## src/rtl/slx_pkg.sv

```systemverilog
`default_nettype none
package slx_pkg;

	localparam logic [2:0] KIND_INT   = 3'd0;
	localparam logic [2:0] KIND_ID    = 3'd1;
	localparam logic [2:0] KIND_OPEN  = 3'd2;
	localparam logic [2:0] KIND_CLOSE = 3'd3;
	localparam logic [2:0] KIND_END   = 3'd4;
	localparam logic [2:0] KIND_ERR   = 3'd5;

	localparam logic [7:0] CH_NL    = 8'h0A;
	localparam logic [7:0] CH_TAB   = 8'h09;
	localparam logic [7:0] CH_SPACE = 8'h20;
	localparam logic [7:0] CH_SEMI  = 8'h3B;
	localparam logic [7:0] CH_OPEN  = 8'h28;
	localparam logic [7:0] CH_CLOSE = 8'h29;
	localparam logic [7:0] CH_UNDER = 8'h5F;
	localparam logic [7:0] CH_PLUS  = 8'h2B;
	localparam logic [7:0] CH_MINUS = 8'h2D;
	localparam logic [7:0] CH_STAR  = 8'h2A;
	localparam logic [7:0] CH_SLASH = 8'h2F;
	localparam logic [7:0] CH_ZERO  = 8'h30;
	localparam logic [7:0] CH_NINE  = 8'h39;

	localparam int QDEPTH = 4;
	localparam int QPTR_W = $clog2(QDEPTH);
	localparam int QCNT_W = $clog2(QDEPTH + 1);

	typedef struct packed {
		logic [2:0] kind;
		logic [7:0] ch;
		logic       first;
		logic       last;
	} result_t;

	// Everything one input item produces: one or two results.
	typedef struct packed {
		result_t r0;
		result_t r1;
		logic    two;
	} entry_t;

endpackage
`default_nettype wire

```

## src/rtl/slx_front.sv

```systemverilog
`default_nettype none
module slx_front
	import slx_pkg::*;
(
	input  wire logic       clk,
	input  wire logic       arst_n,
	input  wire logic       in_valid,
	output logic            in_stall,
	input  wire logic [7:0] byte_value,
	input  wire logic       end_of_input,
	input  wire logic       q_full,
	output logic            push,
	output entry_t          push_entry
);

	localparam logic [1:0] MODE_NORMAL  = 2'd0;
	localparam logic [1:0] MODE_COMMENT = 2'd1;
	localparam logic [1:0] MODE_HALT    = 2'd2;

	logic [1:0] mode_q, mode_d;
	logic       pv_q, pv_d;
	logic [7:0] pch_q, pch_d;
	logic [2:0] pkind_q, pkind_d;
	logic       pfirst_q, pfirst_d;

	logic    accept;
	logic    is_ls, is_dig;
	logic    rel_v, sec_v, goes_on, handled;
	result_t rel_r, sec_r;

	assign in_stall = q_full;
	assign accept   = in_valid && !q_full;

	assign is_dig = (byte_value >= CH_ZERO) && (byte_value <= CH_NINE);
	assign is_ls  = (byte_value >= 8'h41 && byte_value <= 8'h5A) ||
		(byte_value >= 8'h61 && byte_value <= 8'h7A) ||
		byte_value == CH_UNDER || byte_value == CH_PLUS || byte_value == CH_MINUS ||
		byte_value == CH_STAR || byte_value == CH_SLASH;

	always_comb begin
		mode_d   = mode_q;
		pv_d     = pv_q;
		pch_d    = pch_q;
		pkind_d  = pkind_q;
		pfirst_d = pfirst_q;
		rel_v    = 1'b0;
		sec_v    = 1'b0;
		rel_r    = '{kind: pkind_q, ch: pch_q, first: pfirst_q, last: 1'b1};
		sec_r    = '{kind: KIND_END, ch: 8'd0, first: 1'b1, last: 1'b1};
		goes_on  = 1'b0;
		handled  = 1'b0;
		if (mode_q == MODE_HALT) begin
			// Halted after an error: items are taken and dropped.
		end else if (end_of_input) begin
			rel_v    = pv_q;
			sec_v    = 1'b1;
			pv_d     = 1'b0;
			pch_d    = 8'd0;
			pkind_d  = KIND_INT;
			pfirst_d = 1'b0;
			mode_d   = MODE_NORMAL;
		end else begin
			if (pv_q) begin
				goes_on = (pkind_q == KIND_ID && (is_ls || is_dig)) ||
					(pkind_q == KIND_INT && is_dig);
				rel_v = 1'b1;
				if (goes_on) begin
					rel_r.last = 1'b0;
					pch_d      = byte_value;
					pfirst_d   = 1'b0;
					handled    = 1'b1;
				end else begin
					pv_d     = 1'b0;
					pch_d    = 8'd0;
					pkind_d  = KIND_INT;
					pfirst_d = 1'b0;
				end
			end
			if (!handled) begin
				priority if (byte_value == CH_NL) begin
					mode_d = MODE_NORMAL;
				end else if (byte_value == CH_SEMI) begin
					mode_d = MODE_COMMENT;
				end else if (mode_q == MODE_COMMENT || byte_value == CH_SPACE ||
					byte_value == CH_TAB) begin
					// Skipped byte.
				end else if (byte_value == CH_OPEN || byte_value == CH_CLOSE || is_ls ||
					is_dig) begin
					pv_d     = 1'b1;
					pch_d    = byte_value;
					pfirst_d = 1'b1;
					priority if (byte_value == CH_OPEN) pkind_d = KIND_OPEN;
					else if (byte_value == CH_CLOSE) pkind_d = KIND_CLOSE;
					else if (is_ls) pkind_d = KIND_ID;
					else pkind_d = KIND_INT;
				end else begin
					sec_v    = 1'b1;
					sec_r    = '{kind: KIND_ERR, ch: 8'd0, first: 1'b1, last: 1'b1};
					pv_d     = 1'b0;
					pch_d    = 8'd0;
					pkind_d  = KIND_INT;
					pfirst_d = 1'b0;
					mode_d   = MODE_HALT;
				end
			end
		end
	end

	always_comb begin
		push_entry.r0  = rel_v ? rel_r : sec_r;
		push_entry.r1  = sec_r;
		push_entry.two = rel_v && sec_v;
		push           = accept && (rel_v || sec_v);
	end

	always_ff @(posedge clk or negedge arst_n) begin
		if (!arst_n) begin
			mode_q   <= MODE_NORMAL;
			pv_q     <= 1'b0;
			pch_q    <= 8'd0;
			pkind_q  <= KIND_INT;
			pfirst_q <= 1'b0;
		end else if (accept) begin
			mode_q   <= mode_d;
			pv_q     <= pv_d;
			pch_q    <= pch_d;
			pkind_q  <= pkind_d;
			pfirst_q <= pfirst_d;
		end
	end

endmodule
`default_nettype wire

```

## src/rtl/slx_queue.sv

```systemverilog
`default_nettype none
module slx_queue
	import slx_pkg::*;
(
	input  wire logic   clk,
	input  wire logic   arst_n,
	input  wire logic   push,
	input  wire entry_t push_entry,
	input  wire logic   pop,
	output logic        full,
	output logic        not_empty,
	output entry_t      head
);

	entry_t              mem_q [QDEPTH];
	logic [QPTR_W-1:0]   wr_ptr_q, rd_ptr_q;
	logic [QCNT_W-1:0]   count_q;

	assign full      = count_q == QCNT_W'(QDEPTH);
	assign not_empty = count_q != '0;
	assign head      = mem_q[rd_ptr_q];

	always_ff @(posedge clk) begin
		if (push) begin
			mem_q[wr_ptr_q] <= push_entry;
		end
	end

	always_ff @(posedge clk or negedge arst_n) begin
		if (!arst_n) begin
			wr_ptr_q <= '0;
			rd_ptr_q <= '0;
			count_q  <= '0;
		end else begin
			if (push) begin
				wr_ptr_q <= wr_ptr_q + 1'b1;
			end
			if (pop) begin
				rd_ptr_q <= rd_ptr_q + 1'b1;
			end
			unique case ({push, pop})
				2'b10:   count_q <= count_q + 1'b1;
				2'b01:   count_q <= count_q - 1'b1;
				default: count_q <= count_q;
			endcase
		end
	end

endmodule
`default_nettype wire

```

## src/rtl/slx_back.sv

```systemverilog
`default_nettype none
module slx_back
	import slx_pkg::*;
(
	input  wire logic   clk,
	input  wire logic   arst_n,
	input  wire logic   not_empty,
	input  wire entry_t head,
	output logic        pop,
	output logic        out_valid,
	input  wire logic   out_stall,
	output logic [2:0]  token_kind,
	output logic [7:0]  char_code,
	output logic        token_first,
	output logic        token_last,
	output logic        run_last
);

	logic    out_valid_q;
	logic    phase_q;
	logic    load;
	result_t res_q;
	logic    run_last_q;

	assign load = not_empty && (!out_valid_q || !out_stall);
	// A two-result entry leaves the queue only when its second result is loaded.
	assign pop  = load && (!head.two || phase_q);

	always_ff @(posedge clk or negedge arst_n) begin
		if (!arst_n) begin
			out_valid_q <= 1'b0;
			phase_q     <= 1'b0;
		end else if (load) begin
			out_valid_q <= 1'b1;
			phase_q     <= head.two && !phase_q;
		end else if (!out_stall) begin
			out_valid_q <= 1'b0;
		end
	end

	always_ff @(posedge clk) begin
		if (load) begin
			res_q      <= phase_q ? head.r1 : head.r0;
			run_last_q <= !head.two || phase_q;
		end
	end

	assign out_valid   = out_valid_q;
	assign token_kind  = res_q.kind;
	assign char_code   = res_q.ch;
	assign token_first = res_q.first;
	assign token_last  = res_q.last;
	assign run_last    = run_last_q;

endmodule
`default_nettype wire

```

## src/rtl/sexpr_token_lexer.sv

```systemverilog
`default_nettype none
// S-expression lexer: one source byte is accepted per clock, and one token character
// (or end or error marker) is delivered per clock while the receiver does not stall.
// An item that yields two results holds the output for both; a four-entry queue
// between the byte classifier and the output register absorbs these bursts and output
// stalls, so input is held off only when that queue is full. A result passes through
// the queue and then the output register after the item that causes it is accepted,
// and each token character appears one byte later, once the next byte shows whether
// the token goes on. After an error result every item is taken and dropped until reset.
module sexpr_token_lexer
	import slx_pkg::*;
(
	input  wire logic       clk,
	input  wire logic       arst_n,
	input  wire logic       in_valid,
	output logic            in_stall,
	input  wire logic [7:0] byte_value,
	input  wire logic       end_of_input,
	output logic            out_valid,
	input  wire logic       out_stall,
	output logic [2:0]      token_kind,
	output logic [7:0]      char_code,
	output logic            token_first,
	output logic            token_last,
	output logic            run_last
);

	logic   q_full, q_not_empty, push, pop;
	entry_t push_entry, head;

	slx_front u_front (
		.clk          (clk),
		.arst_n       (arst_n),
		.in_valid     (in_valid),
		.in_stall     (in_stall),
		.byte_value   (byte_value),
		.end_of_input (end_of_input),
		.q_full       (q_full),
		.push         (push),
		.push_entry   (push_entry)
	);

	slx_queue u_queue (
		.clk        (clk),
		.arst_n     (arst_n),
		.push       (push),
		.push_entry (push_entry),
		.pop        (pop),
		.full       (q_full),
		.not_empty  (q_not_empty),
		.head       (head)
	);

	slx_back u_back (
		.clk         (clk),
		.arst_n      (arst_n),
		.not_empty   (q_not_empty),
		.head        (head),
		.pop         (pop),
		.out_valid   (out_valid),
		.out_stall   (out_stall),
		.token_kind  (token_kind),
		.char_code   (char_code),
		.token_first (token_first),
		.token_last  (token_last),
		.run_last    (run_last)
	);

endmodule
`default_nettype wire

```

## config.mk

```make
export PLATFORM = sky130hd
export DESIGN_NAME = sexpr_token_lexer
export DESIGN_NICKNAME = d
export VERILOG_FILES = /design/src/rtl/slx_pkg.sv /design/src/rtl/slx_front.sv /design/src/rtl/slx_queue.sv /design/src/rtl/slx_back.sv /design/src/rtl/sexpr_token_lexer.sv
export SDC_FILE = /design/constraint.sdc
export NUM_CORES = 1
export LEC_CHECK = 0
export BUFFER_PORTS_ARGS = -buffer_cell sky130_fd_sc_hd__clkbuf_2
export CAP_MARGIN = 20
export CORE_MARGIN = 4
export CORE_UTILIZATION = 60
export CTS_CLUSTER_DIAMETER = 120
export CTS_CLUSTER_SIZE = 14
export DETAILED_ROUTE_END_ITERATION = 6
export GPL_TIMING_DRIVEN = 0
export PLACE_DENSITY = 0.79
export SYNTH_ARGS = -nofsm -noshare
export SYNTH_HDL_FRONTEND = slang
export SYNTH_SLANG_ARGS = --single-unit
```

## constraint.sdc

```tcl
create_clock -name clk -period 8.02 [get_ports clk]
set_input_delay 1.604 -clock clk [delete_from_list [all_inputs] [get_ports clk]]
set_output_delay 1.604 -clock clk [all_outputs]
set_load 0.02 [all_outputs]
```

== Word level (Yosys, flattened, before mapping) ==
Memory sizes are Yosys's and may differ from the RTL's.
Index checks and enable logic that the tools add are counted.
Word-level totals
  memories kept: 1
  latch bits: 0
  output and inout port bits: 16
  flip-flop bits (word level): 38
  word-level logic and storage cells: 154
  RAM bits: 108
  bits in read-only memories: 0
  input port bits: 13
Operators by class
  shift-type cells: 0
  eq/ne operators: 21
  multiply operators: 0
  bitwise logic cells: 1
  multiplexer cells: 69
  $lt $le $gt $ge: 6
  reduce and logical (&&, ||, !) cells: 37
  add/sub/neg operators: 4
  div/mod/pow operators: 0
Memories
  u_queue.mem_q: depth 4, width 27, rd ports 1, clocked after Yosys merged registers in 0, wr ports 1, RTL line slx_queue.sv:15  | entry_t mem_q [QDEPTH];
Operators with widths (count)
  $mux 13: 8
  $eq 8x6->1 const B: 8
  $mux 8: 8
  $mux 1: 35
  $mux 3: 10
  $eq 8x4->1 const B: 2
  $ge 8x7->1 const B: 2
  $le 8x7->1 const B: 2
  $logic_or 1x1->1: 16
  $mux 2: 6
  $logic_and 1x1->1: 11
  $mux 11: 1
  $eq 8x7->1 const B: 1
  $ge 8x6->1 const B: 1
  $le 8x6->1 const B: 1
  $ne 4x2->1 const B: 2
  $pmux 3 s2: 1
  $logic_not 1->1: 5
  $reduce_and 5->1: 1
  $add 2x1->2 const B: 2
  $eq 2x1->1 const B: 2
  $eq 2x2->1 const B: 2
  $add 3x1->3 const B: 1
  $eq 3x1->1 const B: 1
  9 further kinds: 9

== Logic depth before layout (Yosys ltp) ==
  word-level depth: 22
  mapped depth: 13

== Hierarchy ==
From an unflattened synthesis, not the netlist that was laid out.
Second synthesis, totals
  cells, all modules: 350
  area, all modules: 6248.5 um2
By module, submodules not included
  slx_queue: instances 1, cells each 177, area each 4305.4 um2
  slx_front: instances 1, cells each 136, area each 1216.2 um2
  slx_back: instances 1, cells each 37, area each 726.9 um2

== Worst setup path before layout ==
Ideal clock, no wire load.
  kind: input-to-reg
  from: input port byte_value[4]
  to: register u_queue.count_q[2]
  data arrival time: 3.942 ns
  data required time: 7.941 ns
  stages on the path: 13
  path slack: 3.999 ns
  setup time: 0.079 ns
  cell sequence: buf_2 -> or3_4 -> a2111oi_4 -> a21oi_1 -> nand4_2 -> o21ai_4 -> inv_2 -> ha_1 -> inv_1 -> fa_1 -> xor2_1 -> nor2_1 -> xor2_1
Between the ends
  word-level cells in the longest chain between the ends: 22
Ends and longest elaborated chain
  start: declaration: RTL line sexpr_token_lexer.sv:17  | input wire logic [7:0] byte_value,
  $ge 8x7->1, or another cell as far along: RTL line slx_front.sv:35  | assign is_ls = (byte_value >= 8'h41 && byte_value <= 8'h5A) ||
  $logic_and 1x1->1, on equally long branches: RTL line slx_front.sv:35, slx_front.sv:36
  $logic_or 1x1->1: RTL line slx_front.sv:35
  $logic_or 1x1->1: RTL line slx_front.sv:36  | (byte_value >= 8'h61 && byte_value <= 8'h7A) ||
  $logic_or 1x1->1 (3 in series): RTL line slx_front.sv:37  | byte_value == CH_UNDER || byte_value == CH_PLUS || byte_value == CH_MINUS ||
  $logic_or 1x1->1: RTL line slx_front.sv:38  | byte_value == CH_STAR || byte_value == CH_SLASH;
  $logic_or 1x1->1: RTL line slx_front.sv:64  | goes_on = (pkind_q == KIND_ID && (is_ls || is_dig)) ||
  $logic_and 1x1->1: RTL line slx_front.sv:64
  [4 not listed]
  $mux 1: RTL line slx_front.sv:52  | if (mode_q == MODE_HALT) begin
  $mux 1 (*): RTL line slx_front.sv:79  | if (!handled) begin
  $mux 1 (*): RTL line slx_front.sv:54  | end else if (end_of_input) begin
  $mux 1 (*): RTL line slx_front.sv:52
  $logic_or 1x1->1 (*): RTL line slx_front.sv:113  | push = accept && (rel_v || sec_v);
  $logic_and 1x1->1 (*): RTL line slx_front.sv:113
  $eq 2x1->1 / $eq 2x2->1 (equally long branches): RTL line slx_queue.sv:41  | unique case ({push, pop})
  $pmux 3 s2 / $reduce_bool 2->1 (equally long branches)
  end signal: assignment: RTL line slx_queue.sv:42  | 2'b10: count_q <= count_q + 1'b1;
  end signal: assignment: RTL line slx_queue.sv:43  | 2'b01: count_q <= count_q - 1'b1;
  end signal: assignment: RTL line slx_queue.sv:44  | default: count_q <= count_q;
  end: declaration: RTL line slx_queue.sv:17  | logic [QCNT_W-1:0] count_q;
Every way passes the cells marked *; elsewhere a longest branch is shown, timed or not. The select of a mux whose other input is x is not followed.
A chain may end at the register's enable or synchronous reset.

== Final worst setup path ==
  from: input port byte_value[1]
  to: register u_queue.count_q[2]
The elaborated chain is that of the path after synthesis.

==> reports/metrics.cfg <==
[clocking]
cts-resized-gates=0
clockBufferDepth=2
clk_pin_slew_worst_paths_ns=0.09
cts_sinks=98
clk_root_buffer_cell=sky130_fd_sc_hd__clkbuf_8
insertion_delay_ns=0.35
cts_max_level=3
cts_bufs_inserted=9
hold_buffers=0
tritoncts=built
post-cts-setup-buffer-count=0

[critical_path]
cp-end-kind=register
crit-reg2reg-launch=u_queue.rd_ptr_q[0]
r2r-end=u_queue.count_q[2]
cp_max_fo=8
r2r_cells=9
worst_ep_required_time_ns=8.30
cp_data_arrival_time_ns=4.21
criticalPathCategory=in -> reg
rrSetupSlack_ns=4.82
start_kind=input port

[global_route]
groute.usage.overall=0.184
first_global_vias=2358
grt-busiest-layer=met2
grt_antenna_before_repair=0
grt_start_max_net_pins=25
gr-usage-met3=0.0341
grt_use_met1=0.249
globalRouteOverflowTotal=0
grt.met2_usage=0.307
grt_pass1_wl_mm=12.0

[sta]
fmax_mhz=255
timing.clock.skew_ns=0.00960
headroom_to_the_max_slew_limit=0.477
layout_setup_ws_ns=4.09
unrepaired_setup_endpoints_after_global_routing=no
final_max_slew_viol_count=0
finalSetupTns_ns=0
layout_min_cycle_time_ns=3.93
timing.final.hold_violations=0
max_slew.worst_pin.slew_ns=0.784
fin_crit_sh=0.490
finalSetupViolCount=0

[run_status]
outcome=completed

[synthesis]
synth_top_area_cell=sky130_fd_sc_hd__edfxtp_1
synth.top_cells.by_area=sky130_fd_sc_hd__edfxtp_1 (52%), sky130_fd_sc_hd__dfrtp_1 (14%), sky130_fd_sc_hd__mux4_2 (7.9%)
mappedNetlistArea_um2=4280
gate_count_post_synth=275
synth_largest_type_area_fraction=0.520
ys_warn_count=0
yosys.area_share.simple=0.117
synth_compound_gate_area_share=0.0796
synth-adder-area-share=0.0193
synth_area_per_cell_um2=15.6
yosys-mux-area-fraction=0.0872
ys_dominant_reg_cell=sky130_fd_sc_hd__edfxtp_1
number_of_nets_in_the_synthesized_netlist=294
postSynthRegisterBits=98
post_synth_xor_area_fraction=0.0123
synth_top_family_by_area=simple AND/OR/NAND/NOR gates
synth_async_sr_flop_share=0.245
synth_edf_count=74
yosysUniqueCellTypes=56
ys_seq_area_frac=0.660

[final_layout]
regArea_um2=2820
final_common_cell=sky130_fd_sc_hd__edfxtp_1
num-fill-cells=472
n_antenna_cell=0
final_layout_size_suffix_gt1_frac=0.251
finish.utilization=0.685
syn2layout_area_growth_pct=9.95
final_net_count=329
combined_area_of_the_multi_input_logic_cells_um2=1350
layout.cells.most_common_list=sky130_fd_sc_hd__edfxtp_1 (74), sky130_fd_sc_hd__and2_1 (26), sky130_fd_sc_hd__clkbuf_2 (24), sky130_fd_sc_hd__dfrtp_1 (24), sky130_fd_sc_hd__nand2_1 (17)

[power_and_ir_drop]
power.share.clock=0.192
sequentialPowerShare=0.488
leakage_power_nw=1.69
p_switching_uw=507
p_comb_frac=0.320
totalPowerFinal_mw=1.54
ir_worst_vdd_mv=0.125
p_int_mw=1.03
power-per-cell-area_nw_per_um2=327
power_switching_share=0.330

[routing]
final_antenna_net_count=0
drcViolationCount=0
drt-initial-drc-count=161
drt_first_pass_iters=4
route.detailed.vias_per_inst=5.64
route.vias.total=2318
routedWlPerCell_um=17.2
routed_wirelength_mm=7.05

[die]
initial_utilization=0.623
boundaryPins=29
die_outline_area_um2=8540
coreArea_um2=6870
std_cell_rows=30
fp.dieH_um=92.4
die_width_um=92.4

[placed_design]
dp_worst_setup_slack_ns=3.72
routabilityCongestion=0.814
port_buffers=24
dp_hpwl_mm=5.00

[hold_path]
hold_path_startpoint=u_queue.count_q[2]
worstHoldPathCells=1
timing.hold.worst.class=reg -> reg
min_to=u_queue.count_q[2]

[run]
maxCapViolations=0

## cell families after synthesis
family	after synthesis
xor+xnor	6
simple gates	85
mux	18
buf+inv	22
compound gates	40
fa+ha+maj	6
flops	98
## how the worst max path moves through the flow
| stage | startpoint | endpoint |
|---|---|---|
| final | byte_value[1] | u_queue.count_q[2] |
| after global routing | byte_value[1] | u_queue.count_q[2] |
| after CTS | byte_value[1] | u_queue.count_q[2] |
| after detailed placement | byte_value[1] | u_queue.count_q[2] |
| after global placement | byte_value[1] | u_queue.count_q[2] |
| after floorplan | byte_value[4] | u_queue.count_q[2] |
## worst max-delay path, cell delays in order
cell	delay, ns
sky130_fd_sc_hd__clkbuf_2	0.15
sky130_fd_sc_hd__or3_4	0.43
sky130_fd_sc_hd__a2111oi_4	0.45
sky130_fd_sc_hd__a21oi_1	0.10
sky130_fd_sc_hd__nand4_2	0.20
sky130_fd_sc_hd__o21ai_4	0.12
sky130_fd_sc_hd__inv_2	0.06
sky130_fd_sc_hd__ha_1	0.18
sky130_fd_sc_hd__inv_1	0.07
sky130_fd_sc_hd__fa_1	0.43
sky130_fd_sc_hd__xor2_1	0.15
sky130_fd_sc_hd__nor2_1	0.12
sky130_fd_sc_hd__xor2_1	0.15
## cells in the mapped netlist, drive strengths merged (5+ instances only)
cell type / n
nor2b: 5
nor3: 6
inv: 9
buf: 7
o21ai: 9
a22o: 7
or2: 5
and2: 26
nand2: 17
clkbuf: 6
a21oi: 6
ha: 5
mux4: 15
dfrtp: 24
nor2: 6
edfxtp: 74
## flip-flops by register name, summed over array words and instances (netlist names)
signal and cells:
u_front.pkind_q 3, u_queue.mem_q 60, u_back.run_last 1, u_back.phase_q 1, u_queue.wr_ptr_q 2, u_queue.count_q 3
u_front.mode_q 2, u_queue.rd_ptr_q 2, u_front.pv_q 1, u_back.char_code 8, u_front.pfirst_q 1, u_back.token_first 1
u_front.pch_q 8, u_back.token_kind 3, u_back.token_last 1, u_back.out_valid 1
## layout make-up
| type | instances | area share |
|---|---|---|
| plain buffers | 13 | 0.0149 |
| clock buffers | 9 | 0.0263 |
| inverters | 9 | 0.00718 |
| multi-input cells | 155 | 0.287 |
| well taps | 96 | 0.0255 |
| flip-flops and latches | 98 | 0.600 |
| repair buffers | 24 | 0.0255 |
| clock inverters | 7 | 0.0130 |
## power groups by stage
stage | Combinational (mW) | Sequential [mW] | Clock [mW]
after floorplan | 0.335 | 0.795 | 0
after global placement | 0.484 | 0.755 | 0
after detailed placement | 0.499 | 0.763 | 0
after CTS | 0.500 | 0.751 | 0.302
after global routing | 0.548 | 0.764 | 0.327
final | 0.492 | 0.750 | 0.296
## layer usage
layer	part of all wire	up-vias
li1	-	1108
met1	0.44	1148
met2	0.51	60
met3	0.044	2
met4	0.0045	0
met5	0	-
## through the flow
| stage | hold WS (ns) | instance area (um^2) | cells |
|---|---|---|---|
| after floorplan | 0.444 | 4280 | 275 |
| after global placement | 0.460 | 4520 | 395 |
| after detailed placement | 0.486 | 4520 | 395 |
| after CTS | 0.505 | 4700 | 411 |
| after global routing | 0.524 | 4700 | 411 |
| final | 0.504 | 4700 | 411 |
Note: power is estimated with default switching activity, not from simulation.
